File: config.mk
export PLATFORM = sky130hd
export DESIGN_NAME = text_line_normalizer_unit
export DESIGN_NICKNAME = d
export VERILOG_FILES = /design/src/hw/rtl/tln_pkg.sv /design/src/hw/rtl/text_line_normalizer_unit.sv /design/src/hw/rtl/tln_front.sv /design/src/hw/rtl/tln_queue.sv /design/src/hw/rtl/tln_back.sv
export VERILOG_INCLUDE_DIRS = /design/src /design/src/hw/rtl
export SDC_FILE = /design/constraint.sdc
export NUM_CORES = 1
export LEC_CHECK = 0
export BUFFER_PORTS_ARGS = -buffer_cell sky130_fd_sc_hd__buf_2
export CAP_MARGIN = 20
export CORE_MARGIN = 1
export CORE_UTILIZATION = 40
export DETAILED_ROUTE_END_ITERATION = 8
export PLACE_DENSITY = 0.62
export SKIP_CTS_REPAIR_TIMING = 1
export SLEW_MARGIN = 30
export SYNTH_ARGS = -nofsm -noshare
export SYNTH_HDL_FRONTEND = slang
export SYNTH_SLANG_ARGS = --single-unit
File: constraint.sdc
create_clock -name clk -period 4.6 [get_ports clk]
set_clock_uncertainty 0.1 [all_clocks]
set_input_delay 0.23 -clock clk [delete_from_list [all_inputs] [get_ports clk]]
set_output_delay 0.23 -clock clk [all_outputs]
set_load 0.005 [all_outputs]
File: src/hw/rtl/text_line_normalizer_unit_assert.svh
// Assertion macros for the text line normalizer.
// Needs a clock and an active-low reset named at each use.
`ifndef TEXT_LINE_NORMALIZER_UNIT_ASSERT_SVH
`define TEXT_LINE_NORMALIZER_UNIT_ASSERT_SVH

// Same-cycle implication.
`define TLN_ASSERT_IMPLY(label, clk, rst_n, a, b) \
    label: assert property (@(posedge clk) disable iff (!rst_n) (a) |-> (b)) \
        else $error("assertion failed");

// Next-cycle implication.
`define TLN_ASSERT_NEXT(label, clk, rst_n, a, b) \
    label: assert property (@(posedge clk) disable iff (!rst_n) (a) |=> (b)) \
        else $error("assertion failed");

`endif

File: src/hw/rtl/tln_pkg.sv
// Shared types and constants for the text line normalizer.
// No dependencies.
package tln_pkg;

    localparam int QUEUE_DEPTH_DEF = 4;

    localparam logic [15:0] MAX_LINE_RESET = 16'd255;

    localparam logic [7:0] CHAR_HASH  = 8'h23;
    localparam logic [7:0] CHAR_QUOTE = 8'h22;
    localparam logic [7:0] CHAR_NL    = 8'h0A;
    localparam logic [7:0] CHAR_SPACE = 8'h20;

    typedef struct packed {
        logic [7:0] ch;
        logic       last;
        logic       done;
    } result_t;

    typedef struct packed {
        logic [1:0]        count;
        result_t [2:0]     slot;
    } cmd_t;

    typedef struct packed {
        logic full;
        logic empty;
    } q_status_t;

endpackage

File: src/hw/rtl/text_line_normalizer_unit.sv
// Text line normalizer: one byte per cycle in, normalized line words out.
// Path: the words of an accepted byte are written to the command queue, then loaded into the output register.
// Throughput: one byte per cycle; a byte yielding k words holds the back end until all k are sent,
// and the input stalls only when the command queue is full.
// Reset: asynchronous, active low; clears line state, queue and output, limit to 255.
// Depends on tln_pkg, tln_front, tln_queue, tln_back and the assertion macro header.
module text_line_normalizer_unit #(
    parameter int QUEUE_DEPTH = tln_pkg::QUEUE_DEPTH_DEF
) (
    input  logic        clk,
    input  logic        rst_n,
    input  logic        in_valid,
    output logic        in_ready,
    input  logic [7:0]  in_char,
    input  logic        end_of_input,
    output logic        out_valid,
    input  logic        out_ready,
    output logic [7:0]  out_char,
    output logic        last_of_line,
    output logic        stream_done,
    input  logic        cfg_write_en,
    input  logic [15:0] cfg_write_data
);
    import tln_pkg::*;

    `include "text_line_normalizer_unit_assert.svh"

    logic      accept;
    logic      push;
    logic      pop;
    cmd_t      cmd;
    cmd_t      head;
    q_status_t status;

    assign in_ready = !status.full;
    assign accept   = in_valid && in_ready;

    tln_front u_front (
        .clk            (clk),
        .rst_n          (rst_n),
        .accept         (accept),
        .in_char        (in_char),
        .end_of_input   (end_of_input),
        .cfg_write_en   (cfg_write_en),
        .cfg_write_data (cfg_write_data),
        .push           (push),
        .cmd            (cmd)
    );

    tln_queue #(
        .DEPTH (QUEUE_DEPTH)
    ) u_queue (
        .clk    (clk),
        .rst_n  (rst_n),
        .push   (push),
        .wr_cmd (cmd),
        .pop    (pop),
        .head   (head),
        .status (status)
    );

    tln_back u_back (
        .clk          (clk),
        .rst_n        (rst_n),
        .head         (head),
        .status       (status),
        .pop          (pop),
        .out_valid    (out_valid),
        .out_ready    (out_ready),
        .out_char     (out_char),
        .last_of_line (last_of_line),
        .stream_done  (stream_done)
    );

    `TLN_ASSERT_IMPLY(a_done_word_clean, clk, rst_n, out_valid && stream_done, !last_of_line && out_char == 8'd0)
    `TLN_ASSERT_NEXT(a_eoi_queued, clk, rst_n, accept && end_of_input, !status.empty)
    `TLN_ASSERT_NEXT(a_back_fills, clk, rst_n, !status.empty && !out_valid, out_valid)

endmodule

File: src/hw/rtl/tln_front.sv
// Front end: accepts and classifies bytes, keeps line state, builds word commands.
// Depends on tln_pkg.
module tln_front (
    input  logic                 clk,
    input  logic                 rst_n,
    input  logic                 accept,
    input  logic [7:0]           in_char,
    input  logic                 end_of_input,
    input  logic                 cfg_write_en,
    input  logic [15:0]          cfg_write_data,
    output logic                 push,
    output tln_pkg::cmd_t        cmd
);
    import tln_pkg::*;

    logic [15:0] max_line_reg;
    logic [7:0]  held_char_reg, held_char_next;
    logic        held_valid_reg, held_valid_next;
    logic        space_pending_reg, space_pending_next;
    logic        prev_space_reg, prev_space_next;
    logic        in_quotes_reg, in_quotes_next;
    logic        skipping_reg, skipping_next;
    logic [15:0] line_len_reg, line_len_next;

    logic [15:0] lim;
    logic [15:0] len_inc;
    logic        is_white;
    logic        finish;
    logic [1:0]  n;

    always_comb
    begin
        lim      = (max_line_reg == 16'd0) ? 16'd1 : max_line_reg;
        len_inc  = line_len_reg + 16'd1;
        is_white = (in_char == CHAR_SPACE) || (in_char inside {[8'h09:8'h0D]});
        held_char_next     = held_char_reg;
        held_valid_next    = held_valid_reg;
        space_pending_next = space_pending_reg;
        prev_space_next    = prev_space_reg;
        in_quotes_next     = in_quotes_reg;
        skipping_next      = skipping_reg;
        line_len_next      = line_len_reg;
        cmd    = '0;
        n      = 2'd0;
        finish = 1'b0;
        if (accept)
        begin
            if (end_of_input)
            begin
                if (held_valid_reg)
                begin
                    cmd.slot[n] = '{ch: held_char_reg, last: 1'b1, done: 1'b0};
                    n = n + 2'd1;
                end
                cmd.slot[n] = '{ch: 8'd0, last: 1'b0, done: 1'b1};
                n = n + 2'd1;
                held_char_next     = '0;
                held_valid_next    = 1'b0;
                space_pending_next = 1'b0;
                prev_space_next    = 1'b1;
                in_quotes_next     = 1'b0;
                skipping_next      = 1'b0;
                line_len_next      = '0;
            end
            else if (skipping_reg)
            begin
                if (in_char == CHAR_NL)
                begin
                    skipping_next = 1'b0;
                end
            end
            else if (in_char == CHAR_NL)
            begin
                finish = 1'b1;
            end
            else if (in_char == CHAR_HASH && !in_quotes_reg)
            begin
                finish        = 1'b1;
                skipping_next = 1'b1;
            end
            else if (is_white && !in_quotes_reg)
            begin
                if (!prev_space_reg)
                begin
                    prev_space_next    = 1'b1;
                    space_pending_next = 1'b1;
                    line_len_next      = len_inc;
                    finish             = (len_inc >= lim);
                end
            end
            else
            begin
                prev_space_next = 1'b0;
                if (in_char == CHAR_QUOTE)
                begin
                    in_quotes_next = !in_quotes_reg;
                end
                if (held_valid_reg)
                begin
                    cmd.slot[n] = '{ch: held_char_reg, last: 1'b0, done: 1'b0};
                    n = n + 2'd1;
                end
                if (space_pending_reg)
                begin
                    cmd.slot[n] = '{ch: CHAR_SPACE, last: 1'b0, done: 1'b0};
                    n = n + 2'd1;
                end
                space_pending_next = 1'b0;
                held_char_next     = in_char;
                held_valid_next    = 1'b1;
                line_len_next      = len_inc;
                if (len_inc >= lim)
                begin
                    cmd.slot[n] = '{ch: in_char, last: 1'b1, done: 1'b0};
                    n = n + 2'd1;
                    held_char_next     = '0;
                    held_valid_next    = 1'b0;
                    prev_space_next    = 1'b1;
                    in_quotes_next     = 1'b0;
                    line_len_next      = '0;
                end
            end
            if (finish)
            begin
                if (held_valid_reg)
                begin
                    cmd.slot[n] = '{ch: held_char_reg, last: 1'b1, done: 1'b0};
                    n = n + 2'd1;
                end
                held_char_next     = '0;
                held_valid_next    = 1'b0;
                space_pending_next = 1'b0;
                prev_space_next    = 1'b1;
                in_quotes_next     = 1'b0;
                line_len_next      = '0;
            end
        end
        cmd.count = n;
        push      = (n != 2'd0);
    end

    always_ff @(posedge clk or negedge rst_n)
    begin
        if (!rst_n)
        begin
            max_line_reg      <= MAX_LINE_RESET;
            held_char_reg     <= '0;
            held_valid_reg    <= 1'b0;
            space_pending_reg <= 1'b0;
            prev_space_reg    <= 1'b1;
            in_quotes_reg     <= 1'b0;
            skipping_reg      <= 1'b0;
            line_len_reg      <= '0;
        end
        else
        begin
            if (cfg_write_en)
            begin
                max_line_reg <= cfg_write_data;
            end
            held_char_reg     <= held_char_next;
            held_valid_reg    <= held_valid_next;
            space_pending_reg <= space_pending_next;
            prev_space_reg    <= prev_space_next;
            in_quotes_reg     <= in_quotes_next;
            skipping_reg      <= skipping_next;
            line_len_reg      <= line_len_next;
        end
    end

endmodule

File: src/hw/rtl/tln_queue.sv
// Short command queue between front and back ends.
// Depends on tln_pkg.
module tln_queue #(
    parameter int DEPTH = tln_pkg::QUEUE_DEPTH_DEF
) (
    input  logic                 clk,
    input  logic                 rst_n,
    input  logic                 push,
    input  tln_pkg::cmd_t        wr_cmd,
    input  logic                 pop,
    output tln_pkg::cmd_t        head,
    output tln_pkg::q_status_t   status
);
    import tln_pkg::*;

    localparam int PW = (DEPTH > 1) ? $clog2(DEPTH) : 1;
    localparam int CW = $clog2(DEPTH + 1);
    localparam logic [PW-1:0] LAST_PTR = PW'(DEPTH - 1);
    localparam logic [CW-1:0] FULL_CNT = CW'(DEPTH);

    cmd_t          mem_reg [DEPTH];
    logic [PW-1:0] wr_ptr_reg, wr_ptr_next;
    logic [PW-1:0] rd_ptr_reg, rd_ptr_next;
    logic [CW-1:0] count_reg, count_next;
    logic          do_push;
    logic          do_pop;

    always_comb
    begin
        status.full  = (count_reg == FULL_CNT);
        status.empty = (count_reg == '0);
        do_push      = push && !status.full;
        do_pop       = pop && !status.empty;
        head         = mem_reg[rd_ptr_reg];
        wr_ptr_next  = wr_ptr_reg;
        rd_ptr_next  = rd_ptr_reg;
        count_next   = count_reg;
        if (do_push)
        begin
            wr_ptr_next = (wr_ptr_reg == LAST_PTR) ? '0 : wr_ptr_reg + PW'(1);
        end
        if (do_pop)
        begin
            rd_ptr_next = (rd_ptr_reg == LAST_PTR) ? '0 : rd_ptr_reg + PW'(1);
        end
        if (do_push && !do_pop)
        begin
            count_next = count_reg + CW'(1);
        end
        else if (do_pop && !do_push)
        begin
            count_next = count_reg - CW'(1);
        end
    end

    always_ff @(posedge clk)
    begin
        if (do_push)
        begin
            mem_reg[wr_ptr_reg] <= wr_cmd;
        end
    end

    always_ff @(posedge clk or negedge rst_n)
    begin
        if (!rst_n)
        begin
            wr_ptr_reg <= '0;
            rd_ptr_reg <= '0;
            count_reg  <= '0;
        end
        else
        begin
            wr_ptr_reg <= wr_ptr_next;
            rd_ptr_reg <= rd_ptr_next;
            count_reg  <= count_next;
        end
    end

endmodule

File: src/hw/rtl/tln_back.sv
// Back end: walks the words of each queued command into the output register.
// Depends on tln_pkg.
module tln_back (
    input  logic                 clk,
    input  logic                 rst_n,
    input  tln_pkg::cmd_t        head,
    input  tln_pkg::q_status_t   status,
    output logic                 pop,
    output logic                 out_valid,
    input  logic                 out_ready,
    output logic [7:0]           out_char,
    output logic                 last_of_line,
    output logic                 stream_done
);
    import tln_pkg::*;

    logic [1:0] idx_reg, idx_next;
    logic       valid_reg, valid_next;
    result_t    data_reg, data_next;
    logic       load;
    logic       emit;

    always_comb
    begin
        load       = !valid_reg || out_ready;
        emit       = load && !status.empty;
        pop        = emit && (idx_reg == head.count - 2'd1);
        idx_next   = idx_reg;
        valid_next = valid_reg;
        data_next  = data_reg;
        if (emit)
        begin
            data_next  = head.slot[idx_reg];
            valid_next = 1'b1;
            idx_next   = pop ? 2'd0 : idx_reg + 2'd1;
        end
        else if (load)
        begin
            valid_next = 1'b0;
        end
    end

    always_ff @(posedge clk or negedge rst_n)
    begin
        if (!rst_n)
        begin
            idx_reg   <= 2'd0;
            valid_reg <= 1'b0;
        end
        else
        begin
            idx_reg   <= idx_next;
            valid_reg <= valid_next;
        end
    end

    always_ff @(posedge clk)
    begin
        data_reg <= data_next;
    end

    assign out_valid    = valid_reg;
    assign out_char     = data_reg.ch;
    assign last_of_line = data_reg.last;
    assign stream_done  = data_reg.done;

endmodule

---- After elaboration in Yosys (flattened, before gate mapping) ----
Memory sizes are Yosys's and may differ from the RTL's.
Index checks and enable logic that the tools add are counted.
storage, ports and cells
  flip-flop bits (word level) ............. 65
  RAM bits ................................ 128
  input bits .............................. 30
  output and inout port bits .............. 12
  logic and storage cells ................. 222
  memories kept ........................... 1
operators by class
  $add $sub $neg .......................... 11
  magnitude comparators ................... 12
  eq/ne operators ......................... 13
  mux-type cells .......................... 131
  bitwise gates (word level) .............. 6
  reduce and logical (&&, ||, !) cells .... 32
memories
  memory           depth  width  rd ports  clocked after memory_dff  write ports  line             RTL
  u_queue.mem_reg  4      32     1         0                         1            tln_queue.sv:21  cmd_t mem_reg [DEPTH];
operators by type and width
  kind                                                                                 count
  30-bit 2-to-1 mux                                                                    17
  10-bit 2-to-1 mux                                                                    15
  16-bit 2-to-1 mux                                                                    9
  10-bit demux with 2-bit select                                                       4
  30-bit bitwise mux                                                                   2
  2-bit 2-to-1 mux                                                                     28
  8-bit 2-to-1 mux                                                                     7
  9-bit by 27-bit bitwise AND with 27-bit output                                       2
  27-bit NOT                                                                           2
  1-bit 2-to-1 mux                                                                     46
  8-bit by 6-bit equality test with 1-bit output, second input constant                3
  10-bit binary-select mux with 2-bit select                                           1
  16-bit by 1-bit adder with 16-bit output, second input constant                      1
  16-bit greater-or-equal comparator                                                   1
  16-bit zero test                                                                     1
  2-bit by 3-bit less-than comparator with 1-bit output, second input constant         5
  2-bit by 1-bit adder with 2-bit output, second input constant                        7
  1-bit logical AND                                                                    14
  3-bit inequality test, second input constant                                         4
  5-bit AND reduction                                                                  2
  8-bit by 4-bit equality test with 1-bit output, second input constant                1
  2-bit by 1-bit greater-or-equal comparator with 1-bit output, second input constant  4
  8-bit by 4-bit greater-or-equal comparator with 1-bit output, second input constant  1
  8-bit by 4-bit less-or-equal comparator with 1-bit output, second input constant     1
  16 further kinds                                                                     27

---- Depth between registers and ports, before layout ----
  depth in word-level cells ............... 36
  mapped depth ............................ 22

---- Modules after synthesis ----
Synthesis repeated with hierarchy kept, for this count alone.
second synthesis, totals
  cell total of the unflattened synthesis .. 657
  area, all modules ....................... 9180.1 µm²
by module, submodules not included
  module                     times used  cells an instance  area each (µm²)  sequential area each (µm²)
  tln_queue                  1           205                5084.9           4018.9
  tln_front                  1           387                3377.0           1137.3
  tln_back                   1           63                 708.2            375.4
  text_line_normalizer_unit  1           2                  10.0             0.0

---- Worst setup path before layout ----
No wires, ideal clock.
  kind .................................... reg-to-reg
  start point ............................. register u_front.line_len_reg[0]
  end point ............................... memory u_queue.mem_reg[0][12] (netlist bit), data pin
  setup time .............................. 0.217 ns
  data arrival time ....................... 4.617 ns
  required time ........................... 4.283 ns
  path slack .............................. -0.334 ns
  cell stages (with the launch flop) ...... 20
  buffers on the path ..................... 2
  period minus slack after synthesis ...... 4.934 ns
  path through ............................ dfrtp_1 > ha_1 > and3_1 > and3_1 > and3_1 > nand3_1 > or2_2 > xor2_1 > inv_1 > ha_1 > nand4_1 > a211o_1 > o21ai_1 > clkbuf_1 > nand2_1 > a32oi_1 > ha_1 > buf_1 > a32oi_1 > a211oi_1
RTL lines
  what                      line              RTL
  start: declaration        tln_front.sv:23   logic [15:0] line_len_reg, line_len_next;
  start signal: assignment  tln_front.sv:167  line_len_reg <= line_len_next;
  end: declaration          tln_queue.sv:21

==> flow_metrics.py <==
metrics = {
    "cts": {
        "clock_path_buffers": 2,
        "h-tree-depth": 4,
        "cts_tree": "done",
        "cts_num_sinks": 189,
        "cts_made_buffers": 17,
        "clkLatencyLatePin_ns": 0.44,
        "root_buffer": "clkbuf_16",
        "clk_pin_slew_ns": 0.07,
    },
    "timing": {
        "fin_crit_sh_pct": 99.12,
        "worst_pin_slew_ns": 0.8863,
        "slew_viol_final": 0,
        "setup-tns-final_ns": 0,
        "rsz0062_at_grt": "true",
        "period_needed_ns": 4.560,
        "finalHoldViolations": 0,
        "fmax_mhz": 219.3,
        "slew_headroom_pct": 40.70,
        "setup-violations-final": 0,
    },
    "hold_path": {
        "worstHoldStart": "in_char[7]",
        "min_path_type": "in -> reg",
        "hold_depth": 3,
        "min_to": "u_front.held_char_reg[7]",
    },
    "setup_path": {
        "reg2reg_depth": 21,
        "end_kind": "flop",
        "crit_type": "reg -> reg",
        "reg2reg_slack_ns": 0.04,
        "cp-start-kind": "flop",
        "crit_slowest_cell": "dfrtp_1",
        "reg2reg_from": "u_front.line_len_reg[1]",
        "arrival_ns": 4.76,
        "rr_endpoint": "u_queue.mem_reg[3][1]",
        "cpPeakStageDelay_ns": 0.37,
        "crit_fanout": 4,
        "required_ns": 4.81,
        "path_cells": "ha_2, and3_4, and3_4, and3_4, nand3_4, nor3b_2, xnor2_1, inv_1, ha_4, nand4_1, a211o_1, o21ai_4, nand2_2, a32oi_4, ha_2, nand2_2, o41ai_4, buf_4, nand2_2, a21oi_4, buf_4",
    },
    "synthesis": {
        "synth_most_common_cell": "edfxtp_1",
        "synth.yosys.seq_area_share_pct": 59.73,
        "synth_area_mm2": 0.009060,
        "ys_types": 69,
        "syn_area_per_cell_um2": 13.11,
        "yosys_warnings": 0,
        "synth_top_cell_by_area": "edfxtp_1",
        "yosys.area.top_type_share_pct": 44.41,
        "ys.flop_type": "edfxtp_1",
        "postSynth.asyncResetShare_pct": 29.10,
        "syn_nets": 750,
        "netlist_top_cells_area": "edfxtp_1 44%, dfrtp_1 13%, mux4_2 7.7%, ha_1 3.9%, o21ai_0 3.0%",
        "synth_edf_count": 134,
        "synth_common_cells": "134 x edfxtp_1, 67 x nand2_1, 54 x o21ai_0, 51 x inv_1, 46 x dfrtp_1",
        "netlist_instances": 691,
        "synth-seq-cells": 189,
    },
    "floorplan": {
        "io_pins": 42,
        "die_x_um": 152.5,
        "core_area_mm2": 0.02203,
        "rows": 54,
        "die_area_mm2": 0.02326,
        "die_h_um": 152.5,
        "start_util_pct": 41.13,
    },
    "layout": {
        "largest_reg_flops": 124,
        "fin_cells": 1086,
        "fill_cells": 1853,
        "syn_to_final_growth_pct": 21.60,
        "layout-drive-gt1-share_pct": 29.53,
        "diodes": 0,
        "final_nets": 852,
    },
    "global_routing": {
        "grt_pass1_vias": 5957,
        "antenna_found_initial": 0,
        "grt_usage_pct": 17.72,
        "grt_first_pass_wirelength_mm": 31.76,
        "grt_max_degree": 56,
        "overflow": 0,
    },
    "detailed_routing": {
        "drt_iter0_drc": 486,
        "vias": 6092,
        "drt.antenna.violating_nets": 0,
        "post-route-drc-count": 0,
        "drtPass1Iterations": 8,
        "drt-total-wl_mm": 20.70,
        "wl_per_cell_um": 19.06,
        "viasPerCell": 5.610,
    },
    "power_and_ir_drop": {
        "p_clk_share_pct": 26.6,
        "p_leak_nw": 4.201,
        "irDropWorstVdd_v": 0.0002697,
        "pwr-share-seq_pct": 42.3,
        "power_density_mw_per_mm2": 504.8,
        "p_sw_w": 0.001787,
        "swShare_pct": 32.13,
        "p_comb_share_pct": 31.1,
        "p_int_w": 0.003775,
    },
    "placed_design": {
        "dp.cells": 1022,
        "dpl.hpwl_mm": 13.24,
        "place.gp.congestion": 0.8193,
        "io_buffers": 41,
    },
    "run_status": {
        "status": "completed",
    },
    "job": {
        "drv_cap": 0,
    },
}
==> per-layer routing <==
| layer | track usage [%] | share of wire, % | vias to the layer above |
|---|---|---|---|
| met4 | 5.435 | 1.8 | 0 |
| li1 | - | - | 2825 |
| met3 | 3.697 | 4.0 | 32 |
| met1 | 22.88 | 43 | 3075 |
| met2 | 30.04 | 51 | 160 |
| met5 | 0 | 0 | - |
==> critical path, delay by kind of cell (launching register included) <==
kind | cells | cell delay (ns)
and+or+nand+nor | 9 | 1.26
xor gates and xnor gates | 1 | 0.15
buffers and inverters | 3 | 0.43
AOI/OAI and AO/OA | 5 | 1.35
DFF | 1 | 0.37
adders and majority gates | 3 | 0.74
==> cells in the final DEF (no fill, tap or decap), types with 14 or more instances in the layout <==
| master | n |
|---|---|
| a31oi_1 | 14 |
| buf_2 | 41 |
| buf_4 | 51 |
| clkbuf_16 | 17 |
| dfrtp_1 | 45 |
| dlygate4sd3_1 | 18 |
| edfxtp_1 | 134 |
| ha_1 | 24 |
| inv_1 | 50 |
| mux4_2 | 31 |
| nand2_1 | 64 |
| nand3_1 | 24 |
| nor2_1 | 18 |
| o21ai_0 | 53 |
| o22ai_1 | 16 |
==> per-stage QoR <==
stage | utilization, % | hold slack (ns) | setup slack (ns) | total power [W] | instance area, um2
3_5_place_dp | 44.86 | 0.3154 | -0.07202 | 0.004037 | 9881
5_1_grt | 50.02 | 0.02721 | -0.1494 | 0.005854 | 11020
6_report | 50.02 | 0.03608 | 0.04037 | 0.005562 | 11020
2_1_floorplan | - | -0.1656 | 0.01626 | 0.003495 | 9116
4_1_cts | 47.59 | -0.1489 | -0.1157 | 0.005509 | 10480
3_3_place_gp | 44.86 | 0.3020 | 0.07369 | 0.003975 | 9881
==> kinds of logic after synthesis <==
group           Yosys count  share of synthesized area [%]
mux                      48                          9.667
compound gates          157                          11.82
fa+ha+maj                29                          4.088
simple gates            167                          9.198
flops                   189                          59.73
buf+inv                  86                          4.046
xor+xnor                 15                          1.450
==> worst max-delay path by stage <==
| stage | start | endpoint | slack [ns] |
|---|---|---|---|
| 2_1_floorplan | u_front.line_len_reg[0] | u_queue.mem_reg[0][2] | 0.02 |
| 3_3_place_gp | u_front.line_len_reg[0] | u_queue.mem_reg[0][1] | 0.07 |
| 3_5_place_dp | u_front.line_len_reg[0] | u_queue.mem_reg[0][8] | -0.07 |
| 4_1_cts | u_front.line_len_reg[1] | u_queue.mem_reg[3][1] | -0.12 |
| 5_1_grt | u_front.line_len_reg[1] | u_queue.mem_reg[3][1] | -0.15 |
| 6_report | u_front.line_len_reg[1] | u_queue.mem_reg[3][1] | 0.04 |
==> layout make-up <==
type                       instances  area [um2]  area share (%)
clock buffer                      18       429.2           3.896
clock inverter                    14       171.4           1.556
inverter                          51       191.4           1.738
multi-input combinational        416        3568           32.39
sequential                       189        5413           49.13
tap                              280       350.3           3.180
timing repair buffer             118       893.4           8.109
==> power groups by stage <==
| stage | registers, W | clock network [W] | logic [W] |
|---|---|---|---|
| 3_3_place_gp | 0.00236 | 0 | 0.00161 |
| 4_1_cts | 0.00235 | 0.00150 | 0.00166 |
| 6_report | 0.00235 | 0.00148 | 0.00173 |
| 5_1_grt | 0.00238 | 0.00157 | 0.00190 |
| 3_5_place_dp | 0.00238 | 0 | 0.00166 |
| 2_1_floorplan | 0.00236 | 0 | 0.00114 |
Power figures use the tool's default switching activity.
